[src/rtl/mncf_pkg.sv]
`default_nettype none

package mncf_pkg;

    localparam int SR_W       = 18;
    localparam int FRM_W      = 13;
    localparam int LEN_W      = 21;
    localparam int GAIN_W     = 17;
    localparam int SMP_W      = 24;
    localparam int FI_W       = 12;
    localparam int MS_W       = 14;
    localparam int NET_W      = 4;
    localparam int MODE_W     = 2;
    localparam int CFG_IDX_W  = 1;
    localparam int CFG_DATA_W = 18;
    localparam int DIVN_W     = 32;
    localparam int DIVD_W     = 21;
    localparam int PROD_W     = 44;
    localparam int MS_PER_S   = 1000;
    localparam int FRM_LIMIT  = 8191;

    localparam logic [CFG_IDX_W-1:0] CFG_SAMPLE_RATE  = 1'd0;
    localparam logic [CFG_IDX_W-1:0] CFG_FRAME_LENGTH = 1'd1;

    localparam logic [SR_W-1:0]   SR_RESET     = 18'd48000;
    localparam logic [FRM_W-1:0]  FRM_RESET    = 13'd64;
    localparam logic [GAIN_W-1:0] UNITY        = 17'h10000;
    localparam logic [LEN_W-1:0]  FADE_LEN_MAX = 21'h1FFFFF;

    typedef enum logic [MODE_W-1:0] {
        MODE_INACTIVE = 2'd0,
        MODE_ACTIVE   = 2'd1,
        MODE_FADE_IN  = 2'd2,
        MODE_FADE_OUT = 2'd3
    } t_mode;

    typedef enum logic [1:0] {
        MUL_LEN,
        MUL_Q,
        MUL_P
    } t_mul_sel;

    typedef enum logic [1:0] {
        DIV_LEN,
        DIV_STEP,
        DIV_Q
    } t_div_sel;

    typedef enum logic [4:0] {
        ST_IDLE,
        ST_DECODE,
        ST_XF_MUL,
        ST_XF_DIV,
        ST_XF_WAIT,
        ST_XF_WR0,
        ST_XF_WR1,
        ST_STEP_DIV,
        ST_STEP_WAIT,
        ST_EF,
        ST_Q_MUL,
        ST_Q_DIV,
        ST_Q_WAIT,
        ST_GAIN,
        ST_P_MUL,
        ST_P_ABS,
        ST_MIX,
        ST_DONE
    } t_state;

    typedef struct packed {
        logic     load_in;
        logic     preset;
        logic     mul_en;
        t_mul_sel mul_sel;
        logic     div_start;
        t_div_sel div_sel;
        logic     xf_wr0;
        logic     xf_wr1;
        logic     ef_en;
        logic     gain_en;
        logic     abs_en;
        logic     mix_en;
        logic     load_out;
    } t_cmd;

    typedef struct packed {
        logic func;
        logic n_ok;
        logic fl_zero;
        logic div_busy;
        logic div_done;
        logic out_free;
    } t_status;

endpackage

`default_nettype wire

[src/rtl/mncf_in_if.sv]
`default_nettype none

interface mncf_in_if;
    import mncf_pkg::*;

    logic                     valid;
    logic                     ready;
    logic                     func;
    logic [NET_W-1:0]         net_index;
    logic [FI_W-1:0]          frame_index;
    logic signed [SMP_W-1:0]  sample;
    logic signed [SMP_W-1:0]  mix_in;
    logic                     block_last;
    logic [MS_W-1:0]          fade_ms;

    modport source (
        output valid, func, net_index, frame_index, sample, mix_in, block_last, fade_ms,
        input  ready
    );

    modport sink (
        input  valid, func, net_index, frame_index, sample, mix_in, block_last, fade_ms,
        output ready
    );
endinterface

`default_nettype wire

[src/rtl/mncf_out_if.sv]
`default_nettype none

interface mncf_out_if;
    import mncf_pkg::*;

    logic                     valid;
    logic                     ready;
    logic signed [SMP_W-1:0]  mix_out;
    logic [GAIN_W-1:0]        gain_applied;
    logic [NET_W-1:0]         current_net;
    logic [MODE_W-1:0]        net_mode_out;

    modport source (
        output valid, mix_out, gain_applied, current_net, net_mode_out,
        input  ready
    );

    modport sink (
        input  valid, mix_out, gain_applied, current_net, net_mode_out,
        output ready
    );
endinterface

`default_nettype wire

[src/rtl/multi_network_crossfade_mixer_core.sv]
`default_nettype none

// Mixes up to NETS audio networks into one 24-bit output through per-network Q16
// linear gain ramps, with a crossfade command that fades out the current network and
// fades in the next one. Each item is handled alone: a mix sample makes two passes
// through the shared 2-bit-per-cycle 32-bit divider (gain step, then interpolation)
// plus the shared multiplier; a sample whose network has zero fade length skips the
// gain step pass, and a sample for a network index at or above NETS goes straight to
// its result. The core is ready for the next item in the cycle after a result is
// loaded. The result register lets the next item be taken while a finished result
// waits downstream; the core then holds its finished result until that register
// is free.
module multi_network_crossfade_mixer_core #(
    parameter int NETS      = 2,
    parameter int FRAME_MAX = 4096
) (
    input  wire logic                            i_clk,
    input  wire logic                            i_rst_n,
    mncf_in_if.sink                              i_in,
    mncf_out_if.source                           o_out,
    input  wire logic                            i_cfg_we,
    input  wire logic [mncf_pkg::CFG_IDX_W-1:0]  i_cfg_idx,
    input  wire logic [mncf_pkg::CFG_DATA_W-1:0] i_cfg_data
);
    import mncf_pkg::*;

    t_cmd    cmd;
    t_status st;
    logic    in_ready;
    logic    out_valid;
    logic signed [SMP_W-1:0] mix_out;
    logic [GAIN_W-1:0]       gain_applied;
    logic [NET_W-1:0]        current_net;
    logic [MODE_W-1:0]       net_mode_out;

    mncf_ctrl u_ctrl (
        .i_clk      (i_clk),
        .i_rst_n    (i_rst_n),
        .i_in_valid (i_in.valid),
        .o_in_ready (in_ready),
        .i_st       (st),
        .o_cmd      (cmd)
    );

    mncf_dpath #(
        .NETS      (NETS),
        .FRAME_MAX (FRAME_MAX)
    ) u_dpath (
        .i_clk          (i_clk),
        .i_rst_n        (i_rst_n),
        .i_cmd          (cmd),
        .o_st           (st),
        .i_cfg_we       (i_cfg_we),
        .i_cfg_idx      (i_cfg_idx),
        .i_cfg_data     (i_cfg_data),
        .i_func         (i_in.func),
        .i_net_index    (i_in.net_index),
        .i_frame_index  (i_in.frame_index),
        .i_sample       (i_in.sample),
        .i_mix_in       (i_in.mix_in),
        .i_block_last   (i_in.block_last),
        .i_fade_ms      (i_in.fade_ms),
        .i_out_ready    (o_out.ready),
        .o_out_valid    (out_valid),
        .o_mix_out      (mix_out),
        .o_gain_applied (gain_applied),
        .o_current_net  (current_net),
        .o_net_mode_out (net_mode_out)
    );

    assign i_in.ready         = in_ready;
    assign o_out.valid        = out_valid;
    assign o_out.mix_out      = mix_out;
    assign o_out.gain_applied = gain_applied;
    assign o_out.current_net  = current_net;
    assign o_out.net_mode_out = net_mode_out;

endmodule

`default_nettype wire

[src/rtl/mncf_div.sv]
`default_nettype none

module mncf_div (
    input  wire logic                        i_clk,
    input  wire logic                        i_rst_n,
    input  wire logic                        i_start,
    input  wire logic [mncf_pkg::DIVN_W-1:0] i_dividend,
    input  wire logic [mncf_pkg::DIVD_W-1:0] i_divisor,
    output logic                             o_busy,
    output logic                             o_done,
    output logic [mncf_pkg::DIVN_W-1:0]      o_quotient
);
    import mncf_pkg::*;

    localparam int STEPS = DIVN_W / 2;
    localparam int CNT_W = $clog2(STEPS);
    localparam logic [CNT_W-1:0] CNT_LAST = CNT_W'(STEPS - 1);

    logic [DIVD_W-1:0] r_rem, n_rem;
    logic [DIVN_W-1:0] r_work, n_work;
    logic [DIVD_W-1:0] r_dvs;
    logic [CNT_W-1:0]  r_cnt;
    logic              r_busy;
    logic              r_done;

    always_comb begin
        logic [DIVD_W:0]   sh0, sh1;
        logic [DIVD_W-1:0] rem0;
        logic              q0, q1;
        sh0   = {r_rem, r_work[DIVN_W-1]};
        q0    = (sh0 >= {1'b0, r_dvs});
        rem0  = q0 ? DIVD_W'(sh0 - {1'b0, r_dvs}) : sh0[DIVD_W-1:0];
        sh1   = {rem0, r_work[DIVN_W-2]};
        q1    = (sh1 >= {1'b0, r_dvs});
        n_rem = q1 ? DIVD_W'(sh1 - {1'b0, r_dvs}) : sh1[DIVD_W-1:0];
        n_work = {r_work[DIVN_W-3:0], q0, q1};
    end

    always_ff @(posedge i_clk) begin
        if (!i_rst_n) begin
            r_busy <= 1'b0;
            r_done <= 1'b0;
            r_cnt  <= '0;
        end else begin
            r_done <= 1'b0;
            if (i_start) begin
                r_busy <= 1'b1;
                r_cnt  <= '0;
                r_rem  <= '0;
                r_work <= i_dividend;
                r_dvs  <= i_divisor;
            end else if (r_busy) begin
                r_rem  <= n_rem;
                r_work <= n_work;
                r_cnt  <= r_cnt + CNT_W'(1);
                if (r_cnt == CNT_LAST) begin
                    r_busy <= 1'b0;
                    r_done <= 1'b1;
                end
            end
        end
    end

    assign o_busy     = r_busy;
    assign o_done     = r_done;
    assign o_quotient = r_work;

endmodule

`default_nettype wire

[src/rtl/mncf_ctrl.sv]
`default_nettype none

module mncf_ctrl (
    input  wire logic              i_clk,
    input  wire logic              i_rst_n,
    input  wire logic              i_in_valid,
    output logic                   o_in_ready,
    input  wire mncf_pkg::t_status i_st,
    output mncf_pkg::t_cmd         o_cmd
);
    import mncf_pkg::*;

    t_state r_state, n_state;

    always_ff @(posedge i_clk) begin
        if (!i_rst_n) begin
            r_state <= ST_IDLE;
        end else begin
            r_state <= n_state;
        end
    end

    always_comb begin
        n_state = r_state;
        case (r_state)
            ST_IDLE: begin
                if (i_in_valid) n_state = ST_DECODE;
            end
            ST_DECODE: begin
                if (i_st.func)         n_state = ST_XF_MUL;
                else if (!i_st.n_ok)   n_state = ST_DONE;
                else if (i_st.fl_zero) n_state = ST_EF;
                else                   n_state = ST_STEP_DIV;
            end
            ST_XF_MUL:    n_state = ST_XF_DIV;
            ST_XF_DIV:    n_state = ST_XF_WAIT;
            ST_XF_WAIT: begin
                if (i_st.div_done) n_state = ST_XF_WR0;
            end
            ST_XF_WR0:    n_state = ST_XF_WR1;
            ST_XF_WR1:    n_state = ST_DONE;
            ST_STEP_DIV:  n_state = ST_STEP_WAIT;
            ST_STEP_WAIT: begin
                if (i_st.div_done) n_state = ST_EF;
            end
            ST_EF:        n_state = ST_Q_MUL;
            ST_Q_MUL:     n_state = ST_Q_DIV;
            ST_Q_DIV:     n_state = ST_Q_WAIT;
            ST_Q_WAIT: begin
                if (i_st.div_done) n_state = ST_GAIN;
            end
            ST_GAIN:      n_state = ST_P_MUL;
            ST_P_MUL:     n_state = ST_P_ABS;
            ST_P_ABS:     n_state = ST_MIX;
            ST_MIX:       n_state = ST_DONE;
            ST_DONE: begin
                if (i_st.out_free) n_state = ST_IDLE;
            end
            default:      n_state = ST_IDLE;
        endcase
    end

    always_comb begin
        o_cmd         = '0;
        o_cmd.mul_sel = MUL_LEN;
        o_cmd.div_sel = DIV_LEN;
        o_in_ready    = 1'b0;
        case (r_state)
            ST_IDLE: begin
                o_in_ready    = i_rst_n;
                o_cmd.load_in = i_in_valid && i_rst_n;
            end
            ST_DECODE:   o_cmd.preset = 1'b1;
            ST_XF_MUL: begin
                o_cmd.mul_en  = 1'b1;
                o_cmd.mul_sel = MUL_LEN;
            end
            ST_XF_DIV: begin
                o_cmd.div_start = 1'b1;
                o_cmd.div_sel   = DIV_LEN;
            end
            ST_XF_WR0:   o_cmd.xf_wr0 = 1'b1;
            ST_XF_WR1:   o_cmd.xf_wr1 = 1'b1;
            ST_STEP_DIV: begin
                o_cmd.div_start = 1'b1;
                o_cmd.div_sel   = DIV_STEP;
            end
            ST_EF:       o_cmd.ef_en = 1'b1;
            ST_Q_MUL: begin
                o_cmd.mul_en  = 1'b1;
                o_cmd.mul_sel = MUL_Q;
            end
            ST_Q_DIV: begin
                o_cmd.div_start = 1'b1;
                o_cmd.div_sel   = DIV_Q;
            end
            ST_GAIN:     o_cmd.gain_en = 1'b1;
            ST_P_MUL: begin
                o_cmd.mul_en  = 1'b1;
                o_cmd.mul_sel = MUL_P;
            end
            ST_P_ABS:    o_cmd.abs_en = 1'b1;
            ST_MIX:      o_cmd.mix_en = 1'b1;
            ST_DONE:     o_cmd.load_out = i_st.out_free;
            default: ;
        endcase
    end

    a_idle_div_quiet: assert property (@(posedge i_clk) disable iff (!i_rst_n)
        (r_state == ST_IDLE) |-> !i_st.div_busy)
        else $error("divider busy while idle");

endmodule

`default_nettype wire

[src/rtl/mncf_dpath.sv]
`default_nettype none

module mncf_dpath #(
    parameter int NETS      = 2,
    parameter int FRAME_MAX = 4096
) (
    input  wire logic                              i_clk,
    input  wire logic                              i_rst_n,
    input  wire mncf_pkg::t_cmd                    i_cmd,
    output mncf_pkg::t_status                      o_st,
    input  wire logic                              i_cfg_we,
    input  wire logic [mncf_pkg::CFG_IDX_W-1:0]    i_cfg_idx,
    input  wire logic [mncf_pkg::CFG_DATA_W-1:0]   i_cfg_data,
    input  wire logic                              i_func,
    input  wire logic [mncf_pkg::NET_W-1:0]        i_net_index,
    input  wire logic [mncf_pkg::FI_W-1:0]         i_frame_index,
    input  wire logic signed [mncf_pkg::SMP_W-1:0] i_sample,
    input  wire logic signed [mncf_pkg::SMP_W-1:0] i_mix_in,
    input  wire logic                              i_block_last,
    input  wire logic [mncf_pkg::MS_W-1:0]         i_fade_ms,
    input  wire logic                              i_out_ready,
    output logic                                   o_out_valid,
    output logic signed [mncf_pkg::SMP_W-1:0]      o_mix_out,
    output logic [mncf_pkg::GAIN_W-1:0]            o_gain_applied,
    output logic [mncf_pkg::NET_W-1:0]             o_current_net,
    output logic [mncf_pkg::MODE_W-1:0]            o_net_mode_out
);
    import mncf_pkg::*;

    localparam int NIDX    = $clog2(NETS);
    localparam int FM_CLIP = (FRAME_MAX < FRM_LIMIT) ? FRAME_MAX : FRM_LIMIT;
    localparam logic signed [SMP_W+1:0] MIX_HI = 26'sd8388607;
    localparam logic signed [SMP_W+1:0] MIX_LO = -26'sd8388608;

    logic [SR_W-1:0]   r_sample_rate;
    logic [FRM_W-1:0]  r_frame_length;
    t_mode             r_net_mode     [NETS];
    logic [GAIN_W-1:0] r_net_gain     [NETS];
    logic [LEN_W-1:0]  r_net_fade_len [NETS];
    logic [NIDX-1:0]   r_cur;

    logic                    r_func;
    logic [NET_W-1:0]        r_n;
    logic [FI_W-1:0]         r_fi;
    logic signed [SMP_W-1:0] r_smp;
    logic signed [SMP_W-1:0] r_mix;
    logic                    r_last;
    logic [MS_W-1:0]         r_ms;

    logic signed [PROD_W-1:0] r_prod;
    logic [GAIN_W-1:0]        r_ef;
    logic                     r_dneg;
    logic [GAIN_W-1:0]        r_dabs;
    logic [FI_W-1:0]          r_fic;
    logic [GAIN_W-1:0]        r_g;
    logic [SMP_W-1:0]         r_pm;
    logic                     r_pneg;
    logic signed [SMP_W-1:0]  r_res_mix;
    logic [GAIN_W-1:0]        r_res_gain;
    t_mode                    r_res_mode;

    logic                    r_out_valid;
    logic signed [SMP_W-1:0] r_out_mix;
    logic [GAIN_W-1:0]       r_out_gain;
    logic [NET_W-1:0]        r_out_net;
    t_mode                   r_out_mode;

    logic                n_ok;
    logic [NIDX-1:0]     ni;
    logic [NIDX-1:0]     cur_next;
    t_mode               md;
    logic [GAIN_W-1:0]   bf;
    logic [LEN_W-1:0]    fl;
    logic [FRM_W-1:0]    frm_eff;
    logic                div_busy, div_done;
    logic [DIVN_W-1:0]   quot;
    logic [DIVN_W-1:0]   div_num;
    logic [DIVD_W-1:0]   div_den;
    logic [LEN_W-1:0]    len_sat;
    logic [GAIN_W-1:0]   step;
    logic signed [18:0]  ef_raw;
    logic [GAIN_W-1:0]   ef_c;
    logic signed [18:0]  d;
    logic [FI_W-1:0]     fic;
    logic signed [18:0]  g_raw;
    logic [GAIN_W-1:0]   g_c;
    logic [SR_W-1:0]     mul_a;
    logic signed [SMP_W:0] mul_b;
    logic signed [PROD_W-1:0] prod;
    logic [PROD_W-1:0]   pabs;
    logic signed [SMP_W+1:0] sum;
    logic signed [SMP_W-1:0] mix_sat;
    t_mode               mode_new;
    logic                out_free;

    assign n_ok     = ({1'b0, r_n} < (NET_W + 1)'(NETS));
    assign ni       = r_n[NIDX-1:0];
    assign cur_next = (r_cur == NIDX'(NETS - 1)) ? '0 : r_cur + NIDX'(1);
    assign md       = r_net_mode[ni];
    assign bf       = r_net_gain[ni];
    assign fl       = r_net_fade_len[ni];

    always_comb begin
        if (r_frame_length == '0)                    frm_eff = FRM_W'(1);
        else if (r_frame_length > FRM_W'(FM_CLIP))   frm_eff = FRM_W'(FM_CLIP);
        else                                         frm_eff = r_frame_length;
    end

    always_comb begin
        case (i_cmd.div_sel)
            DIV_LEN: begin
                div_num = r_prod[DIVN_W-1:0];
                div_den = DIVD_W'(MS_PER_S);
            end
            DIV_STEP: begin
                div_num = DIVN_W'({frm_eff, 16'h0000}) + DIVN_W'(fl) - DIVN_W'(1);
                div_den = fl;
            end
            DIV_Q: begin
                div_num = r_prod[DIVN_W-1:0];
                div_den = DIVD_W'(frm_eff);
            end
            default: begin
                div_num = '0;
                div_den = DIVD_W'(1);
            end
        endcase
    end

    mncf_div u_div (
        .i_clk      (i_clk),
        .i_rst_n    (i_rst_n),
        .i_start    (i_cmd.div_start),
        .i_dividend (div_num),
        .i_divisor  (div_den),
        .o_busy     (div_busy),
        .o_done     (div_done),
        .o_quotient (quot)
    );

    assign len_sat = (quot[DIVN_W-1:LEN_W] != '0) ? FADE_LEN_MAX : quot[LEN_W-1:0];

    always_comb begin
        if (fl == '0)                      step = UNITY;
        else if (quot > DIVN_W'(UNITY))    step = UNITY;
        else                               step = quot[GAIN_W-1:0];

        case (md)
            MODE_FADE_IN:  ef_raw = $signed({2'b00, bf}) + $signed({2'b00, step});
            MODE_FADE_OUT: ef_raw = $signed({2'b00, bf}) - $signed({2'b00, step});
            MODE_ACTIVE:   ef_raw = $signed({2'b00, UNITY});
            default:       ef_raw = '0;
        endcase

        if (ef_raw[18])                              ef_c = '0;
        else if (ef_raw > $signed({2'b00, UNITY}))   ef_c = UNITY;
        else                                         ef_c = ef_raw[GAIN_W-1:0];

        d   = $signed({2'b00, ef_c}) - $signed({2'b00, bf});
        fic = ({1'b0, r_fi} >= frm_eff) ? FI_W'(frm_eff - FRM_W'(1)) : r_fi;
    end

    always_comb begin
        if (r_dneg) g_raw = $signed({2'b00, bf}) - $signed({2'b00, quot[GAIN_W-1:0]});
        else        g_raw = $signed({2'b00, bf}) + $signed({2'b00, quot[GAIN_W-1:0]});
        if (g_raw[18])                              g_c = '0;
        else if (g_raw > $signed({2'b00, UNITY}))   g_c = UNITY;
        else                                        g_c = g_raw[GAIN_W-1:0];
    end

    always_comb begin
        case (i_cmd.mul_sel)
            MUL_LEN: begin
                mul_a = r_sample_rate;
                mul_b = $signed({11'b0, r_ms});
            end
            MUL_Q: begin
                mul_a = {1'b0, r_dabs};
                mul_b = $signed({13'b0, r_fic});
            end
            MUL_P: begin
                mul_a = {1'b0, r_g};
                mul_b = $signed({r_smp[SMP_W-1], r_smp});
            end
            default: begin
                mul_a = '0;
                mul_b = '0;
            end
        endcase
        prod = $signed({1'b0, mul_a}) * mul_b;
    end

    assign pabs = r_prod[PROD_W-1] ? PROD_W'(-r_prod) : PROD_W'(r_prod);

    always_comb begin
        if (r_pneg) sum = $signed({{2{r_mix[SMP_W-1]}}, r_mix}) - $signed({2'b00, r_pm});
        else        sum = $signed({{2{r_mix[SMP_W-1]}}, r_mix}) + $signed({2'b00, r_pm});
        if (sum > MIX_HI)      mix_sat = MIX_HI[SMP_W-1:0];
        else if (sum < MIX_LO) mix_sat = MIX_LO[SMP_W-1:0];
        else                   mix_sat = sum[SMP_W-1:0];

        mode_new = md;
        if (r_last) begin
            if (md == MODE_FADE_IN && r_ef == UNITY)         mode_new = MODE_ACTIVE;
            else if (md == MODE_FADE_OUT && r_ef == '0)      mode_new = MODE_INACTIVE;
        end
    end

    always_ff @(posedge i_clk) begin
        if (!i_rst_n) begin
            r_sample_rate  <= SR_RESET;
            r_frame_length <= FRM_RESET;
            r_cur          <= '0;
            for (int k = 0; k < NETS; k++) begin
                r_net_mode[k]     <= (k == 0) ? MODE_ACTIVE : MODE_INACTIVE;
                r_net_gain[k]     <= '0;
                r_net_fade_len[k] <= '0;
            end
        end else begin
            if (i_cfg_we) begin
                case (i_cfg_idx)
                    CFG_SAMPLE_RATE:  r_sample_rate  <= i_cfg_data[SR_W-1:0];
                    CFG_FRAME_LENGTH: r_frame_length <= i_cfg_data[FRM_W-1:0];
                    default: ;
                endcase
            end
            if (i_cmd.xf_wr0) begin
                r_net_mode[r_cur]     <= MODE_FADE_OUT;
                r_net_fade_len[r_cur] <= len_sat;
            end
            if (i_cmd.xf_wr1) begin
                r_net_mode[cur_next]     <= MODE_FADE_IN;
                r_net_fade_len[cur_next] <= len_sat;
                r_cur                    <= cur_next;
            end
            if (i_cmd.mix_en && r_last) begin
                r_net_gain[ni] <= r_ef;
                r_net_mode[ni] <= mode_new;
            end
        end
    end

    always_ff @(posedge i_clk) begin
        if (i_cmd.load_in) begin
            r_func <= i_func;
            r_n    <= i_net_index;
            r_fi   <= i_frame_index;
            r_smp  <= i_sample;
            r_mix  <= i_mix_in;
            r_last <= i_block_last;
            r_ms   <= i_fade_ms;
        end
        if (i_cmd.preset) begin
            r_res_mix  <= r_mix;
            r_res_gain <= '0;
            r_res_mode <= MODE_INACTIVE;
        end
        if (i_cmd.mul_en) r_prod <= prod;
        if (i_cmd.ef_en) begin
            r_ef   <= ef_c;
            r_dneg <= d[18];
            r_dabs <= d[18] ? GAIN_W'(-d) : d[GAIN_W-1:0];
            r_fic  <= fic;
        end
        if (i_cmd.gain_en) r_g <= g_c;
        if (i_cmd.abs_en) begin
            r_pneg <= r_prod[PROD_W-1];
            r_pm   <= pabs[39:16];
        end
        if (i_cmd.xf_wr1) begin
            if (!n_ok)              r_res_mode <= MODE_INACTIVE;
            else if (ni == cur_next) r_res_mode <= MODE_FADE_IN;
            else                    r_res_mode <= md;
        end
        if (i_cmd.mix_en) begin
            r_res_mix  <= mix_sat;
            r_res_gain <= r_g;
            r_res_mode <= mode_new;
        end
        if (i_cmd.load_out) begin
            r_out_mix  <= r_res_mix;
            r_out_gain <= r_res_gain;
            r_out_net  <= NET_W'(r_cur);
            r_out_mode <= r_res_mode;
        end
    end

    assign out_free = !r_out_valid || i_out_ready;

    always_ff @(posedge i_clk) begin
        if (!i_rst_n) begin
            r_out_valid <= 1'b0;
        end else if (i_cmd.load_out) begin
            r_out_valid <= 1'b1;
        end else if (i_out_ready) begin
            r_out_valid <= 1'b0;
        end
    end

    assign o_st.func     = r_func;
    assign o_st.n_ok     = n_ok;
    assign o_st.fl_zero  = (fl == '0);
    assign o_st.div_busy = div_busy;
    assign o_st.div_done = div_done;
    assign o_st.out_free = out_free;

    assign o_out_valid    = r_out_valid;
    assign o_mix_out      = r_out_mix;
    assign o_gain_applied = r_out_gain;
    assign o_current_net  = r_out_net;
    assign o_net_mode_out = r_out_mode;

    a_load_free: assert property (@(posedge i_clk) disable iff (!i_rst_n)
        i_cmd.load_out |-> (!r_out_valid || i_out_ready))
        else $error("result overwritten before transfer");

    a_div_idle_start: assert property (@(posedge i_clk) disable iff (!i_rst_n)
        i_cmd.div_start |-> !div_busy)
        else $error("divider restarted while busy");

    a_gain_range: assert property (@(posedge i_clk) disable iff (!i_rst_n)
        i_cmd.gain_en |=> (r_g <= UNITY))
        else $error("interpolated gain above unity");

endmodule

`default_nettype wire
[src/flat_wrapper.sv]
// flat-port wrapper written by rule: the top's interface ports become plain ports
module multi_network_crossfade_mixer_core_flat import mncf_pkg::*;
#(
    parameter int NETS      = 2,
    parameter int FRAME_MAX = 4096
)
  (i_clk, i_rst_n, i_cfg_we, i_cfg_idx, i_cfg_data, i_in_valid, i_in_func, i_in_net_index, i_in_frame_index, i_in_sample, i_in_mix_in, i_in_block_last, i_in_fade_ms, i_in_ready, o_out_valid, o_out_mix_out, o_out_gain_applied, o_out_current_net, o_out_net_mode_out, o_out_ready);
  mncf_in_if i_in_i ();
  mncf_out_if o_out_i ();
  input  wire logic i_clk;
  input  wire logic i_rst_n;
  input  wire logic i_cfg_we;
  input  wire logic [mncf_pkg::CFG_IDX_W-1:0] i_cfg_idx;
  input  wire logic [mncf_pkg::CFG_DATA_W-1:0] i_cfg_data;
  input wire logic [$bits(i_in_i.valid)-1:0] i_in_valid;
  input wire logic [$bits(i_in_i.func)-1:0] i_in_func;
  input wire logic [$bits(i_in_i.net_index)-1:0] i_in_net_index;
  input wire logic [$bits(i_in_i.frame_index)-1:0] i_in_frame_index;
  input wire logic [$bits(i_in_i.sample)-1:0] i_in_sample;
  input wire logic [$bits(i_in_i.mix_in)-1:0] i_in_mix_in;
  input wire logic [$bits(i_in_i.block_last)-1:0] i_in_block_last;
  input wire logic [$bits(i_in_i.fade_ms)-1:0] i_in_fade_ms;
  output wire logic [$bits(i_in_i.ready)-1:0] i_in_ready;
  output wire logic [$bits(o_out_i.valid)-1:0] o_out_valid;
  output wire logic [$bits(o_out_i.mix_out)-1:0] o_out_mix_out;
  output wire logic [$bits(o_out_i.gain_applied)-1:0] o_out_gain_applied;
  output wire logic [$bits(o_out_i.current_net)-1:0] o_out_current_net;
  output wire logic [$bits(o_out_i.net_mode_out)-1:0] o_out_net_mode_out;
  input wire logic [$bits(o_out_i.ready)-1:0] o_out_ready;
  assign i_in_i.valid = i_in_valid;
  assign i_in_i.func = i_in_func;
  assign i_in_i.net_index = i_in_net_index;
  assign i_in_i.frame_index = i_in_frame_index;
  assign i_in_i.sample = i_in_sample;
  assign i_in_i.mix_in = i_in_mix_in;
  assign i_in_i.block_last = i_in_block_last;
  assign i_in_i.fade_ms = i_in_fade_ms;
  assign i_in_ready = i_in_i.ready;
  assign o_out_valid = o_out_i.valid;
  assign o_out_mix_out = o_out_i.mix_out;
  assign o_out_gain_applied = o_out_i.gain_applied;
  assign o_out_current_net = o_out_i.current_net;
  assign o_out_net_mode_out = o_out_i.net_mode_out;
  assign o_out_i.ready = o_out_ready;
  multi_network_crossfade_mixer_core #(.NETS(NETS), .FRAME_MAX(FRAME_MAX)) u_core (.i_clk(i_clk), .i_rst_n(i_rst_n), .i_in(i_in_i), .o_out(o_out_i), .i_cfg_we(i_cfg_we), .i_cfg_idx(i_cfg_idx), .i_cfg_data(i_cfg_data));
endmodule
[config.mk]
export PLATFORM = sky130hd
export DESIGN_NAME = multi_network_crossfade_mixer_core_flat
export DESIGN_NICKNAME = d
export VERILOG_FILES = /design/src/rtl/mncf_pkg.sv /design/src/rtl/mncf_in_if.sv /design/src/rtl/mncf_out_if.sv /design/src/rtl/multi_network_crossfade_mixer_core.sv /design/src/rtl/mncf_div.sv /design/src/rtl/mncf_ctrl.sv /design/src/rtl/mncf_dpath.sv /design/src/flat_wrapper.sv
export SDC_FILE = /design/constraint.sdc
export NUM_CORES = 2
export LEC_CHECK = 0
export BUFFER_PORTS_ARGS = -buffer_cell sky130_fd_sc_hd__buf_2
export CAP_MARGIN = 10
export CORE_ASPECT_RATIO = 2
export CORE_MARGIN = 5
export CORE_UTILIZATION = 62
export CTS_CLUSTER_DIAMETER = 80
export DETAILED_ROUTE_END_ITERATION = 8
export PLACE_DENSITY = 0.9
export SETUP_SLACK_MARGIN = 0.05
export SKIP_CTS_REPAIR_TIMING = 1
export SLEW_MARGIN = 10
export SYNTH_ARGS = -nofsm -noshare
export SYNTH_HDL_FRONTEND = slang
export SYNTH_SLANG_ARGS = --single-unit
export TNS_END_PERCENT = 5
[constraint.sdc]
create_clock -name i_clk -period 28.3 [get_ports i_clk]
set_clock_uncertainty 0.15 [all_clocks]
set_input_delay 0 -clock i_clk [delete_from_list [all_inputs] [get_ports i_clk]]
set_output_delay 0 -clock i_clk [all_outputs]
set_load 0.1 [all_outputs]
==> flow_summary.yaml <==
status:
  status: "finished with violations"
  violations: "negative hold slack"
sta:
  report.final.hold_viol_count: 4
  worst_slew_pin_slew_ns: 1.26
  min_period_ns: 10.55
  fin_setup_tns_ns: 0
  relSlewSlack: 0.159
  rsz0062_at_grt: "false"
  drv_slew: 0
  fin_hold_ws_ns: -0.0314
  setup_violations: 0
  period_share: 0.373
  setup_ws_ns: 17.75
  timing.fmax_mhz: 94.8
clocking:
  cts_tree: "yes"
  clkLatencyLatePin_ns: 0.64
  htree_levels: 2
  clk_pin_slew_worst_paths_ns: 0.07
  cts_buffers: 47
  cts_root_buf: "clkbuf_16"
  cts.sinks: 496
  cts_buffer_depth: 3
pwr:
  leakage_nw: 22.7
  ir_worst_vdd_uv: 71.3
  powerDensity_nw_per_um2: 62.1
  power_mw: 3.18
synth:
  synth_xor_area_frac: 0.0422
  synth_top_area_cell: "edfxtp_1"
  yosysTopAreaCellShare: 0.297
  netlist_instances: 4726
  synth-simple-area-share: 0.148
  yosysWarnings: 0
  synth.distinct_cells: 82
  synth_adder_area_share: 0.283
  synthMuxAreaShare: 0.0251
  ys_seq_elements: 496
  synth-edff-count: 451
  synth_async_sr_flop_share: 0
  synth_top_family_by_area: "adder cells"
  syn_avg_cell_area_um2: 9.66
  ys_seq_area_frac: 0.316
  ys.flop_type: "edfxtp_1"
  syn_area_um2: 45600
  synth_compound_area_frac: 0.118
  synthTopCellsByArea: "edfxtp_1 30%, fa_1 19%, ha_1 8.9%, inv_1 5.2%, nand2_1 4.2%"
critical_path:
  arrival_ns: 10.78
  end_kind: "flip-flop"
  reg2reg_slack_ns: 17.75
  crit_slowest_cell: "a2111oi_0"
  critPathRequiredTime_ns: 28.53
  crit_type: "reg -> reg"
  start_kind: "flip-flop"
  crit_path_frequent_cell: "ha_1"
  reg2reg_to: "u_core.u_dpath.r_dabs[16]"
  cpPeakStageDelay_ns: 0.78
  cp_max_fo: 24
  reg2regPathDepth: 32
floorplanning:
  die_y_um: 394
  ios: 153
  die_area_um2: 79500
  initial_utilization: 0.626
  num_rows: 140
  core_area_um2: 72900
  die_w_um: 202
grt:
  overflow: 0
  grt_pass1_vias: 39031
  busiest_layer: "met2"
  gr-usage-met2: 0.632
  grt_pass1_wl_um: 218000
  met1_usage: 0.346
  met3_usage: 0.0627
  grt_usage: 0.357
  antenna_found_initial: 1
  grt_max_degree: 66
hold_path:
  hold_path_depth: 2
  worst_hold_path.endpoint: "u_core.u_dpath.r_mix[2]"
  hp-class: "in -> reg"
  hold_start: "i_in_mix_in[2]"
final_layout:
  regArea_um2: 14400
  drive_above_1_share: 0.0714
  final_cell_mix: "629 x inv_1, 508 x nand2_1, 488 x nor2_1, 451 x edfxtp_1, 442 x fa_1"
  multi_input_area_um2: 28300
  final_nets: 5889
  post-route-util: 0.702
  final_area_um2: 51200
  synthToLayoutAreaGrowth_pct: 12.1
  final_common_cell: "inv_1"
  fill_cells: 5025
detailed_routing:
  wl_per_cell_um: 25.7
  firstDrtPassIters: 8
  drt_iter0_drc: 3561
  vias: 38722
  antenna_left: 0
  wirelength_um: 154000
  route.detailed.drc: 0
  vias_per_cell: 6.48
place:
  gp_congestion: 1.04
  port_buffers: 149
  dp_hpwl_um: 114000
  post-place-ws_ns: 17.98
  dpl_cell_area_um2: 47500
job:
  maxCapViolCount: 0
==> Yosys cell counts, types with 14 or more instances <==
master,count
nand3_1,48
nor4_1,25
o211ai_1,27
nand2_1,508
a21boi_0,33
nor2_1,493
o21ai_0,164
a31oi_1,25
or2_2,16
a21oi_1,242
ha_1,326
o21a_1,40
mux2_2,18
xnor2_1,156
a211oi_1,24
mux2i_1,94
inv_1,629
o31ai_1,24
dfxtp_1,45
clkbuf_1,170
nor3_1,63
nand3b_1,14
edfxtp_1,451
nand2b_1,40
a21o_1,87
xor2_1,64
fa_1,442
nor2b_1,53
and3_1,78
or3_1,26
a22oi_1,16
nand4_1,25
and2_1,53
o21bai_1,25
==> layer usage <==
metal	wire, um	up-vias
met5	13	-
met4	20200	2
met3	13800	1085
met2	75700	2621
met1	43900	18535
li1	-	16479
==> metrics by stage <==
| step | hold WS (ns) | std cells |
|---|---|---|
| global placement | 0.0263 | 5684 |
| detailed placement | 0.0281 | 5686 |
| global route | -0.0239 | 5979 |
| floorplan | -0.0511 | 4738 |
| finish | -0.0314 | 5980 |
| CTS | -0.632 | 5774 |
==> final cells by class <==
| cell class | count | area share |
|---|---|---|
| sequential | 496 | 0.282 |
| inverter | 629 | 0.0462 |
| tap | 923 | 0.0226 |
| timing repair buffer | 411 | 0.0633 |
| clock buffer | 54 | 0.0235 |
| clock inverter | 34 | 0.00866 |
| multi-input combinational | 3432 | 0.553 |
| antenna | 1 | 0.0000489 |
==> worst max-delay path by stage <==
| stage | start | to | slack [ns] |
|---|---|---|---|
| final | flip-flop | u_core.u_dpath.r_dabs[16] | 17.75 |
| after global routing | flip-flop | u_core.u_dpath.r_dabs[16] | 17.20 |
| after CTS | flip-flop | u_core.u_dpath.r_dabs[16] | 17.94 |
| after detailed placement | flip-flop | u_core.u_dpath.r_dabs[16] | 17.98 |
| after global placement | flip-flop | u_core.u_dpath.r_dabs[16] | 17.56 |
| after floorplan | flip-flop | u_core.u_dpath.r_dabs[16] | 18.79 |
==> critical path: cells and delay by family (launching register included) <==
family / cells / cell delay (ns)
AO/OA/AOI/OAI: 12 / 4.41
AND/OR/NAND/NOR: 12 / 2.54
buffers and inverters: 3 / 0.99
adder cells (fa/ha/maj): 3 / 0.81
flip-flops: 1 / 0.75
multiplexers: 1 / 0.43
XOR/XNOR: 1 / 0.15
==> flip-flops by register name, indices dropped and copies added, names as in the netlist, 5 cells and up, named ones only <==
register,count
u_core.u_ctrl.r_state,5
u_core.u_dpath.o_gain_applied,17
u_core.u_dpath.o_mix_out,24
u_core.u_dpath.r_dabs,17
u_core.u_dpath.r_ef,17
u_core.u_dpath.r_fi,12
u_core.u_dpath.r_fic,12
u_core.u_dpath.r_frame_length,13
u_core.u_dpath.r_g,17
u_core.u_dpath.r_mix,24
u_core.u_dpath.r_ms,14
u_core.u_dpath.r_net_fade_len,42
u_core.u_dpath.r_net_gain,34
u_core.u_dpath.r_pm,24
u_core.u_dpath.r_prod,41
u_core.u_dpath.r_res_gain,17
u_core.u_dpath.r_res_mix,24
u_core.u_dpath.r_sample_rate,18
u_core.u_dpath.r_smp,24
u_core.u_dpath.u_div.o_quotient,32
u_core.u_dpath.u_div.r_dvs,21
u_core.u_dpath.u_div.r_rem,21
==> logic make-up after synthesis <==
group	Yosys count
flip-flops	496
XOR/XNOR	220
AND/OR/NAND/NOR	1482
multiplexers	112
adder cells (fa/ha/maj)	768
other	2
AO/OA/AOI/OAI	836
buffers and inverters	810
==> power by group <==
| part | switching, mW | internal, mW | leakage, nW |
|---|---|---|---|
| combinational | 0.930 | 0.593 | 17.3 |
| clock | 0.317 | 0.378 | 0.785 |
| sequential | 0.0449 | 0.914 | 4.60 |
Note: power is estimated with default switching activity, not from simulation.
